==> src/design/pgf_pkg.sv <==
`timescale 1ns / 1ps

package pgf_pkg;

  // fixed field widths
  localparam int GRID_W      = 11;
  localparam int EXT_FIELD_W = 16;
  localparam int CFG_IDX_W   = 2;

  // defaults for the top-level parameters
  localparam int DEF_MAX_PROCS   = 1024;
  localparam int DEF_EXTENT_BITS = 16;

  // configuration register indexes
  localparam logic [CFG_IDX_W-1:0] REG_USER_GRID_X = 2'd0;
  localparam logic [CFG_IDX_W-1:0] REG_USER_GRID_Y = 2'd1;
  localparam logic [CFG_IDX_W-1:0] REG_USER_GRID_Z = 2'd2;

  typedef logic [GRID_W-1:0] grid_t;

  typedef struct packed {
    logic  start;
    grid_t dividend;
    grid_t divisor;
  } div_req_t;

  typedef struct packed {
    logic  done;
    grid_t quot;
    grid_t rem;
  } div_resp_t;

endpackage

==> src/design/pgf_div.sv <==
`timescale 1ns / 1ps

module pgf_div import pgf_pkg::*; (
  input  logic      clk,
  input  logic      rst,
  input  div_req_t  req,
  output div_resp_t resp
);

  localparam int CNT_W = $clog2(GRID_W);
  localparam logic [CNT_W-1:0] LAST = CNT_W'(GRID_W - 1);

  logic             busy;
  logic             done;
  logic [CNT_W-1:0] cnt;
  grid_t            rem;
  grid_t            quo;
  grid_t            dsr;

  logic [GRID_W:0] trial;
  logic            qbit;
  grid_t           rem_next;

  // one restoring step per cycle
  always_comb begin
    trial    = {rem, quo[GRID_W-1]};
    qbit     = (trial >= {1'b0, dsr});
    rem_next = qbit ? GRID_W'(trial - {1'b0, dsr}) : GRID_W'(trial);
  end

  always_ff @(posedge clk) begin
    if (rst) begin
      busy <= 1'b0;
      done <= 1'b0;
      cnt  <= '0;
    end else begin
      done <= 1'b0;
      if (req.start) begin
        busy <= 1'b1;
        cnt  <= '0;
      end else if (busy) begin
        cnt <= cnt + 1'b1;
        if (cnt == LAST) begin
          busy <= 1'b0;
          done <= 1'b1;
        end
      end
    end
  end

  always_ff @(posedge clk) begin
    if (req.start) begin
      rem <= '0;
      quo <= req.dividend;
      dsr <= req.divisor;
    end else if (busy) begin
      rem <= rem_next;
      quo <= {quo[GRID_W-2:0], qbit};
    end
  end

  assign resp.done = done;
  assign resp.quot = quo;
  assign resp.rem  = rem;

endmodule

==> src/design/pgf_mul.sv <==
`timescale 1ns / 1ps

module pgf_mul import pgf_pkg::*; #(
  parameter int A_W = 2 * DEF_EXTENT_BITS,
  parameter int B_W = DEF_EXTENT_BITS
) (
  input  logic               clk,
  input  logic [A_W-1:0]     a,
  input  logic [B_W-1:0]     b,
  output logic [A_W+B_W-1:0] p
);

  // product registered, ready in the cycle after the operands
  always_ff @(posedge clk) begin
    p <= (A_W + B_W)'(a) * (A_W + B_W)'(b);
  end

endmodule

==> src/design/processor_grid_factorizer_core.sv <==
`timescale 1ns / 1ps

// Processor grid factorizer. One transfer on the input channel carries a
// process count, a 2D/3D mode and three domain extents; the block walks every
// factorization px*py(*pz) = num_procs with px ascending, then py ascending,
// skips those that break a nonzero pin in user_grid_x/y/z, and returns the
// candidate with the least per-process boundary (ties keep the first one),
// or found = 0 with all grid fields zero. One item is worked at a time and
// in_ready is low while it runs. Every divisibility test goes through one
// shared restoring divider, and costs go through one shared registered
// multiplier, with a set-up in 3D that forms the pairwise extent products.
// A finished result sits in the output register until taken, and the next
// item may be accepted meanwhile. Pins are to be written through cfg_we
// only while the block is idle; the block itself does not enforce this.
module processor_grid_factorizer_core import pgf_pkg::*; #(
  parameter int MAX_PROCS   = DEF_MAX_PROCS,
  parameter int EXTENT_BITS = DEF_EXTENT_BITS
) (
  input  logic                   clk,
  input  logic                   rst,
  input  logic                   cfg_we,
  input  logic [CFG_IDX_W-1:0]   cfg_index,
  input  logic [GRID_W-1:0]      cfg_data,
  input  logic                   in_valid,
  output logic                   in_ready,
  input  logic                   action,
  input  logic [GRID_W-1:0]      num_procs,
  input  logic [EXT_FIELD_W-1:0] extent_x,
  input  logic [EXT_FIELD_W-1:0] extent_y,
  input  logic [EXT_FIELD_W-1:0] extent_z,
  output logic                   out_valid,
  input  logic                   out_ready,
  output logic                   found,
  output logic [GRID_W-1:0]      grid_x,
  output logic [GRID_W-1:0]      grid_y,
  output logic [GRID_W-1:0]      grid_z
);

  // extents are used in their low bits only, never beyond the field
  localparam int EW     = (EXTENT_BITS < EXT_FIELD_W) ? EXTENT_BITS : EXT_FIELD_W;
  localparam int AW     = 2 * EW;
  localparam int BW     = (EW > GRID_W) ? EW : GRID_W;
  localparam int PW     = AW + BW;
  // three terms, each below 2^(2*EW) * 2^GRID_W
  localparam int COST_W = 2 * EW + GRID_W + 2;
  localparam logic [31:0] MAXP = 32'(MAX_PROCS);

  // sequencer states
  localparam logic [4:0] S_IDLE   = 5'd0;
  localparam logic [4:0] S_PRE_XY = 5'd1;
  localparam logic [4:0] S_PRE_XZ = 5'd2;
  localparam logic [4:0] S_PRE_YZ = 5'd3;
  localparam logic [4:0] S_PRE_END = 5'd4;
  localparam logic [4:0] S_DIVX   = 5'd5;
  localparam logic [4:0] S_WAITX  = 5'd6;
  localparam logic [4:0] S_NEXTX  = 5'd7;
  localparam logic [4:0] S_C2A    = 5'd8;
  localparam logic [4:0] S_C2B    = 5'd9;
  localparam logic [4:0] S_C2C    = 5'd10;
  localparam logic [4:0] S_DIVY   = 5'd11;
  localparam logic [4:0] S_WAITY  = 5'd12;
  localparam logic [4:0] S_NEXTY  = 5'd13;
  localparam logic [4:0] S_C3A    = 5'd14;
  localparam logic [4:0] S_C3B    = 5'd15;
  localparam logic [4:0] S_C3C    = 5'd16;
  localparam logic [4:0] S_C3D    = 5'd17;
  localparam logic [4:0] S_FINISH = 5'd18;

  // pin registers
  grid_t user_grid_x;
  grid_t user_grid_y;
  grid_t user_grid_z;

  // working registers of the current item
  logic [4:0]    state;
  logic          mode;
  grid_t         n;
  logic [EW-1:0] ex;
  logic [EW-1:0] ey;
  logic [EW-1:0] ez;
  logic [AW-1:0] axy;
  logic [AW-1:0] axz;
  logic [AW-1:0] ayz;
  grid_t         px;
  grid_t         py;
  grid_t         pz;
  grid_t         remq;
  logic [COST_W-1:0] acc;
  logic [COST_W-1:0] best;
  logic          have;
  grid_t         bx;
  grid_t         by;
  grid_t         bz;

  // shared units
  div_req_t      div_req;
  div_resp_t     div_resp;
  logic [AW-1:0] mul_a;
  logic [BW-1:0] mul_b;
  logic [PW-1:0] mul_p;

  logic [COST_W-1:0] cost;
  logic              better;
  logic              n_bad;
  logic              pin_x_bad;
  logic              pin_y2_bad;
  logic              pin_y3_bad;
  logic              pin_z3_bad;
  logic              out_load;

  pgf_div u_div (
    .clk  (clk),
    .rst  (rst),
    .req  (div_req),
    .resp (div_resp)
  );

  pgf_mul #(
    .A_W (AW),
    .B_W (BW)
  ) u_mul (
    .clk (clk),
    .a   (mul_a),
    .b   (mul_b),
    .p   (mul_p)
  );

  // pin writes, ignored beyond the register list
  always_ff @(posedge clk) begin
    if (rst) begin
      user_grid_x <= '0;
      user_grid_y <= '0;
      user_grid_z <= '0;
    end else if (cfg_we) begin
      case (cfg_index)
        REG_USER_GRID_X: user_grid_x <= cfg_data;
        REG_USER_GRID_Y: user_grid_y <= cfg_data;
        REG_USER_GRID_Z: user_grid_z <= cfg_data;
        default: ;
      endcase
    end
  end

  assign in_ready = (state == S_IDLE);
  assign n_bad    = (num_procs == '0) || (32'(num_procs) > MAXP);

  // result moves into the output register once that register is free
  assign out_load = (state == S_FINISH) && (!out_valid || out_ready);

  // divider request: px against the count, py against the remaining factor
  always_comb begin
    div_req.start    = (state == S_DIVX) || (state == S_DIVY);
    div_req.dividend = (state == S_DIVX) ? n : remq;
    div_req.divisor  = (state == S_DIVX) ? px : py;
  end

  // multiplier operand select
  always_comb begin
    mul_a = '0;
    mul_b = '0;
    case (state)
      S_PRE_XY: begin
        mul_a = AW'(ex);
        mul_b = BW'(ey);
      end
      S_PRE_XZ: begin
        mul_a = AW'(ex);
        mul_b = BW'(ez);
      end
      S_PRE_YZ: begin
        mul_a = AW'(ey);
        mul_b = BW'(ez);
      end
      S_C2A: begin
        mul_a = AW'(ex);
        mul_b = BW'(py);
      end
      S_C2B: begin
        mul_a = AW'(ey);
        mul_b = BW'(px);
      end
      S_C3A: begin
        mul_a = axy;
        mul_b = BW'(pz);
      end
      S_C3B: begin
        mul_a = axz;
        mul_b = BW'(py);
      end
      S_C3C: begin
        mul_a = ayz;
        mul_b = BW'(px);
      end
      default: ;
    endcase
  end

  // last term plus running sum; only a strictly smaller cost wins
  assign cost   = acc + COST_W'(mul_p);
  assign better = !have || (cost < best);

  assign pin_x_bad  = (user_grid_x != '0) && (user_grid_x != px);
  assign pin_y2_bad = (user_grid_y != '0) && (user_grid_y != div_resp.quot);
  assign pin_y3_bad = (user_grid_y != '0) && (user_grid_y != py);
  assign pin_z3_bad = (user_grid_z != '0) && (user_grid_z != div_resp.quot);

  always_ff @(posedge clk) begin
    if (rst) begin
      state     <= S_IDLE;
      have      <= 1'b0;
      out_valid <= 1'b0;
    end else begin
      if (out_load) begin
        out_valid <= 1'b1;
      end else if (out_valid && out_ready) begin
        out_valid <= 1'b0;
      end
      case (state)
        S_IDLE: begin
          if (in_valid) begin
            mode <= action;
            n    <= num_procs;
            ex   <= extent_x[EW-1:0];
            ey   <= extent_y[EW-1:0];
            ez   <= extent_z[EW-1:0];
            have <= 1'b0;
            px   <= GRID_W'(1);
            if (n_bad) begin
              state <= S_FINISH;
            end else if (action) begin
              state <= S_PRE_XY;
            end else begin
              state <= S_DIVX;
            end
          end
        end
        // 3D set-up: pairwise extent products
        S_PRE_XY: state <= S_PRE_XZ;
        S_PRE_XZ: begin
          axy   <= AW'(mul_p);
          state <= S_PRE_YZ;
        end
        S_PRE_YZ: begin
          axz   <= AW'(mul_p);
          state <= S_PRE_END;
        end
        S_PRE_END: begin
          ayz   <= AW'(mul_p);
          state <= S_DIVX;
        end
        // outer loop over px
        S_DIVX: state <= S_WAITX;
        S_WAITX: begin
          if (div_resp.done) begin
            remq <= div_resp.quot;
            if ((div_resp.rem != '0) || pin_x_bad) begin
              state <= S_NEXTX;
            end else if (!mode) begin
              py <= div_resp.quot;
              pz <= GRID_W'(1);
              state <= pin_y2_bad ? S_NEXTX : S_C2A;
            end else begin
              py    <= GRID_W'(1);
              state <= S_DIVY;
            end
          end
        end
        S_NEXTX: begin
          if (px == n) begin
            state <= S_FINISH;
          end else begin
            px    <= px + 1'b1;
            state <= S_DIVX;
          end
        end
        // 2D cost ex*py + ey*px
        S_C2A: state <= S_C2B;
        S_C2B: begin
          acc   <= COST_W'(mul_p);
          state <= S_C2C;
        end
        S_C2C: begin
          if (better) begin
            have <= 1'b1;
            best <= cost;
            bx   <= px;
            by   <= py;
            bz   <= pz;
          end
          state <= S_NEXTX;
        end
        // inner loop over py in 3D
        S_DIVY: state <= S_WAITY;
        S_WAITY: begin
          if (div_resp.done) begin
            pz <= div_resp.quot;
            if ((div_resp.rem != '0) || pin_y3_bad || pin_z3_bad) begin
              state <= S_NEXTY;
            end else begin
              state <= S_C3A;
            end
          end
        end
        S_NEXTY: begin
          if (py == remq) begin
            state <= S_NEXTX;
          end else begin
            py    <= py + 1'b1;
            state <= S_DIVY;
          end
        end
        // 3D cost axy*pz + axz*py + ayz*px
        S_C3A: state <= S_C3B;
        S_C3B: begin
          acc   <= COST_W'(mul_p);
          state <= S_C3C;
        end
        S_C3C: begin
          acc   <= cost;
          state <= S_C3D;
        end
        S_C3D: begin
          if (better) begin
            have <= 1'b1;
            best <= cost;
            bx   <= px;
            by   <= py;
            bz   <= pz;
          end
          state <= S_NEXTY;
        end
        // hand the result to the output register once it is free
        S_FINISH: begin
          if (out_load) begin
            state <= S_IDLE;
          end
        end
        default: state <= S_IDLE;
      endcase
    end
  end

  // output payload, loaded with the transfer into the output register
  always_ff @(posedge clk) begin
    if (out_load) begin
      found  <= have;
      grid_x <= have ? bx : '0;
      grid_y <= have ? by : '0;
      grid_z <= have ? bz : '0;
    end
  end

  // a miss reports all grid fields zero
  a_miss_zero: assert property (@(posedge clk) disable iff (rst)
    (out_valid && !found) |-> (grid_x == '0) && (grid_y == '0) && (grid_z == '0))
    else $error("not-found result with nonzero grid");

  // a hit has no zero dimension
  a_hit_nonzero: assert property (@(posedge clk) disable iff (rst)
    (out_valid && found) |-> (grid_x != '0) && (grid_y != '0) && (grid_z != '0))
    else $error("found result with zero dimension");

  // the kept candidate really factors the count
  a_best_factors: assert property (@(posedge clk) disable iff (rst)
    ((state == S_FINISH) && have) |->
      ((33'(bx) * 33'(by) * 33'(bz)) == 33'(n)))
    else $error("best candidate does not factor the count");

  // the outer loop stays within 1..n
  a_px_range: assert property (@(posedge clk) disable iff (rst)
    (state == S_DIVX) |-> (px != '0) && (px <= n))
    else $error("px out of range");

endmodule
==> config.mk <==
export PLATFORM = sky130hd
export DESIGN_NAME = processor_grid_factorizer_core
export DESIGN_NICKNAME = d
export VERILOG_FILES = /design/src/design/pgf_pkg.sv /design/src/design/pgf_div.sv /design/src/design/pgf_mul.sv /design/src/design/processor_grid_factorizer_core.sv
export SDC_FILE = /design/constraint.sdc
export NUM_CORES = 2
export LEC_CHECK = 0
export BUFFER_PORTS_ARGS = -buffer_cell sky130_fd_sc_hd__buf_2
export CORE_MARGIN = 1
export CORE_UTILIZATION = 40
export CTS_BUF_LIST = sky130_fd_sc_hd__clkbuf_16
export CTS_CLUSTER_DIAMETER = 80
export DETAILED_ROUTE_END_ITERATION = 12
export RECOVER_POWER = 25
export SYNTH_ARGS = -nofsm -noshare
export SYNTH_HDL_FRONTEND = slang
export SYNTH_SLANG_ARGS = --single-unit
export TNS_END_PERCENT = 30
==> constraint.sdc <==
create_clock -name clk -period 12.3 [get_ports clk]
set_input_delay 1.23 -clock clk [delete_from_list [all_inputs] [get_ports clk]]
set_output_delay 1.23 -clock clk [all_outputs]
set_load 0.01 [all_outputs]
==> impl_metrics.csv <==
group,metric,value,unit
status,outcome,"complete, but fails checks",
status,violations,"capacitance limit, slew limit",
die,start_util,40.4,%
clocking,clock_latency,0.69,ns
detailed_routing,ant_nets,0,
logic_synthesis,ys_types,82,
logic_synthesis,synthXorXnorAreaFrac,4.03,%
setup_path,start_kind,"register",
logic_synthesis,yosysMostFrequentCell,"inv_1",
timing,period_minus_slack,8.99,ns
power,p_total,0.00914,W
clocking,cts-resized-gates,0,
logic_synthesis,synthFlopType,"edfxtp_1",
logic_synthesis,synthArstFlopShare,0,%
power,peakVddDrop,0.135,mV
timing,worst_pin_slew,1.65,ns
setup_path,critical_path_class,"reg2reg",
grt,grt_usage,21.7,%
clocking,postCtsSetupBuffers,0,
setup_path,crit_path_end,"u_mul.p[43]",
clocking,cts_buffers,55,
setup_path,worst_r2r_path_depth,27,
setup_path,r2r_end,"u_mul.p[43]",
setup_path,cp_slowest_stage_delay,0.56,ns
placed_design,dp_hpwl,78100,µm
power,cellPowerDensity,218,nW/µm²
timing,timing.final.crit_share,73.1,%
hold_path,worst_hold_path_type,"reg2reg",
clocking,htree_num_levels,2,
grt,grt_overflow_total,0,
setup_path,reg2reg_slack,3.31,ns
timing,relSlewSlack,-10.3,%
grt,grt_max_degree,63,
cells_and_area,area_delta_synth_final,11.3,%
detailed_routing,drc,0,
clocking,clk_pin_slew,0.06,ns
cells_and_area,fill_cells,8873,
logic_synthesis,syn_avg_cell_area,10.3,µm²
detailed_routing,drt-total-wl,102000,µm
hold_path,min-delay-start,"pz[4]",
setup_path,endpoint_kind,"register",
cells_and_area,final_nets,4521,
setup_path,crit_path_max_fanout,45,
clocking,cts_buffer_depth,3,
power,leakage,18.2,nW
cells_and_area,drive_gt1_share,7.79,%
timing,drv_slew,37,
logic_synthesis,synthTopCellsByArea,"edfxtp_1 30%, fa_1 22%, ha_1 6.8%",
logic_synthesis,synth_fa_ha_area_share,29.1,%
die,chipHeight,309,µm
cells_and_area,multi_input_area,22000,µm²
logic_synthesis,synth_cells,3669,
die,dieArea,95300,µm²
logic_synthesis,synth_top_family_by_area,"adder cells",
timing,fmax,111,MHz
setup_path,crit_top_cell,"fa_1",
timing,rsz0062_at_grt,"false",
clocking,clock_sinks,481,
logic_synthesis,seq_area_frac_synth,35.7,%
logic_synthesis,ys_warn_count,0,
cells_and_area,regArea,13400,µm²
setup_path,critPathLaunch,"state[1]",
grt,grt_pass1_vias,26648,
logic_synthesis,synth_edf_count,379,
timing,setup_violations,0,
setup_path,crit_arrival,9.52,ns
detailed_routing,dr.pass1.iters,5,
detailed_routing,routed-via-count,26627,
grt,grt_pass1_wl,157000,µm
clocking,cts-root-buf,"clkbuf_16",
logic_synthesis,syn_area,37600,µm²
timing,timing.setup.tns,0,ns
logic_synthesis,synth_top_area_share,30.2,%
detailed_routing,drtIter0Drc,2151,
placed_design,gp_congestion,0.924,
cells_and_area,n_antenna_cell,0,
die,rows,112,
placed_design,numPortBuffers,113,
setup_path,r2r-start,"state[1]",
grt,antenna_found_initial,4,
setup_path,cpMaxStageDelayCell,"dfxtp_1",
timing,skew,0.0839,ns
logic_synthesis,synth_simple_gate_area_share,12.8,%
die,die_w,309,µm
logic_synthesis,synth_compound_area_share,9.45,%
logic_synthesis,synth_common_cells,"537 x inv_1, 530 x nand2_1, 418 x fa_1",
clocking,cts_tree,"built",
logic_synthesis,synth_mux_area_share,2.16,%
detailed_routing,viasPerCell,5.20,
clocking,hold_buffers,0,
job,cap_violations,1,
die,io-pin-count,114,
setup_path,worstPathRequired,12.83,ns
die,core-area,93200,µm²
logic_synthesis,ys_ff_latch,481,
timing,hold_violations,0,
detailed_routing,wl_per_cell,19.8,µm
logic_synthesis,yosysTopAreaCell,"edfxtp_1",
-- per-layer routing --
layer  vias to the layer above  routed length [µm]  GRT usage [%]
met2                       850               47500           35.3
met3                       162                6790           3.56
met1                     13287               43900           29.6
met4                         2                3330           7.01
li1                      12326                   -              -
met5                         -                  13              0
-- logic make-up (layout without fill, tap and decap cells) --
family | after synthesis | after routing
AOI/OAI and AO/OA | 527 | 527
adders and majority gates | 624 | 624
other | 2 | 74
muxes | 78 | 78
and+or+nand+nor | 1102 | 1102
xor gates and xnor gates | 173 | 173
DFF | 481 | 481
buffers and inverters | 682 | 807
-- critical path, delay by kind of cell (launching register included) --
| family | cells | cell delay, ns |
|---|---|---|
| compound gates | 9 | 2.52 |
| flops | 1 | 0.56 |
| buf+inv | 4 | 0.66 |
| simple gates | 6 | 1.59 |
| xor+xnor | 1 | 0.13 |
| fa+ha+maj | 7 | 3.33 |
-- layout make-up --
class / instances / share of cell area (%)
clock inverter: 49 / 1.30
sequential: 481 / 32.0
clock buffer: 55 / 3.28
multi-input combinational: 2578 / 52.6
tap: 1254 / 3.74
inverter: 537 / 4.81
timing repair buffer: 166 / 2.22
-- layout by cell type, fill, tap and decap left out, types with 25 or more instances in the layout --
cell       count
dfxtp_1      102
and2_1        46
xor2_1        81
nor2b_1       25
inv_1        549
nand4_1       28
a21o_1        80
fa_1         418
nor3_1        28
nand2_1      530
a22oi_1       63
buf_4         48
clkbuf_16     55
a21oi_1      147
xnor2_1       92
mux2i_1       56
o21ai_0       92
edfxtp_1     379
nor2_1       270
buf_2        101
nand3_1       62
ha_1         206
conb_1        74
-- state kept, by name (all words and copies together), names as in the netlist, 16 cells and up --
register,cells
acc,45
best,45
u_mul.p,45
axy,32
axz,32
ayz,32
ex,16
ey,16
ez,16
-- worst min path at each step --
stage | endpoint | cells after the start
global placement | bz[4] | 0
floorplan | bx[10] | 0
CTS | bz[4] | 0
detailed placement | bz[4] | 0
finish | bz[4] | 0
global route | bz[4] | 0
-- power by group --
part	internal, W	switching, W
Clock	0.00101	0.000714
Sequential	0.00213	0.000255
Combinational	0.00185	0.00318
Total	0.00498	0.00415
-- metrics by stage --
stage               utilization [%]  hold slack (ns)  area [µm²]  worst slack, ns  cells
CTS                            45.0            0.481       41900             3.48   5120
global route                   45.0            0.498       41900             2.85   5120
floorplan                         -            0.424       37900             3.49   3741
global placement               42.9            0.469       40000             3.59   5016
detailed placement             42.9            0.468       40000             3.60   5016
finish                         45.0            0.484       41900             3.31   5120
No activity file was read; power rests on OpenSTA's default activity.
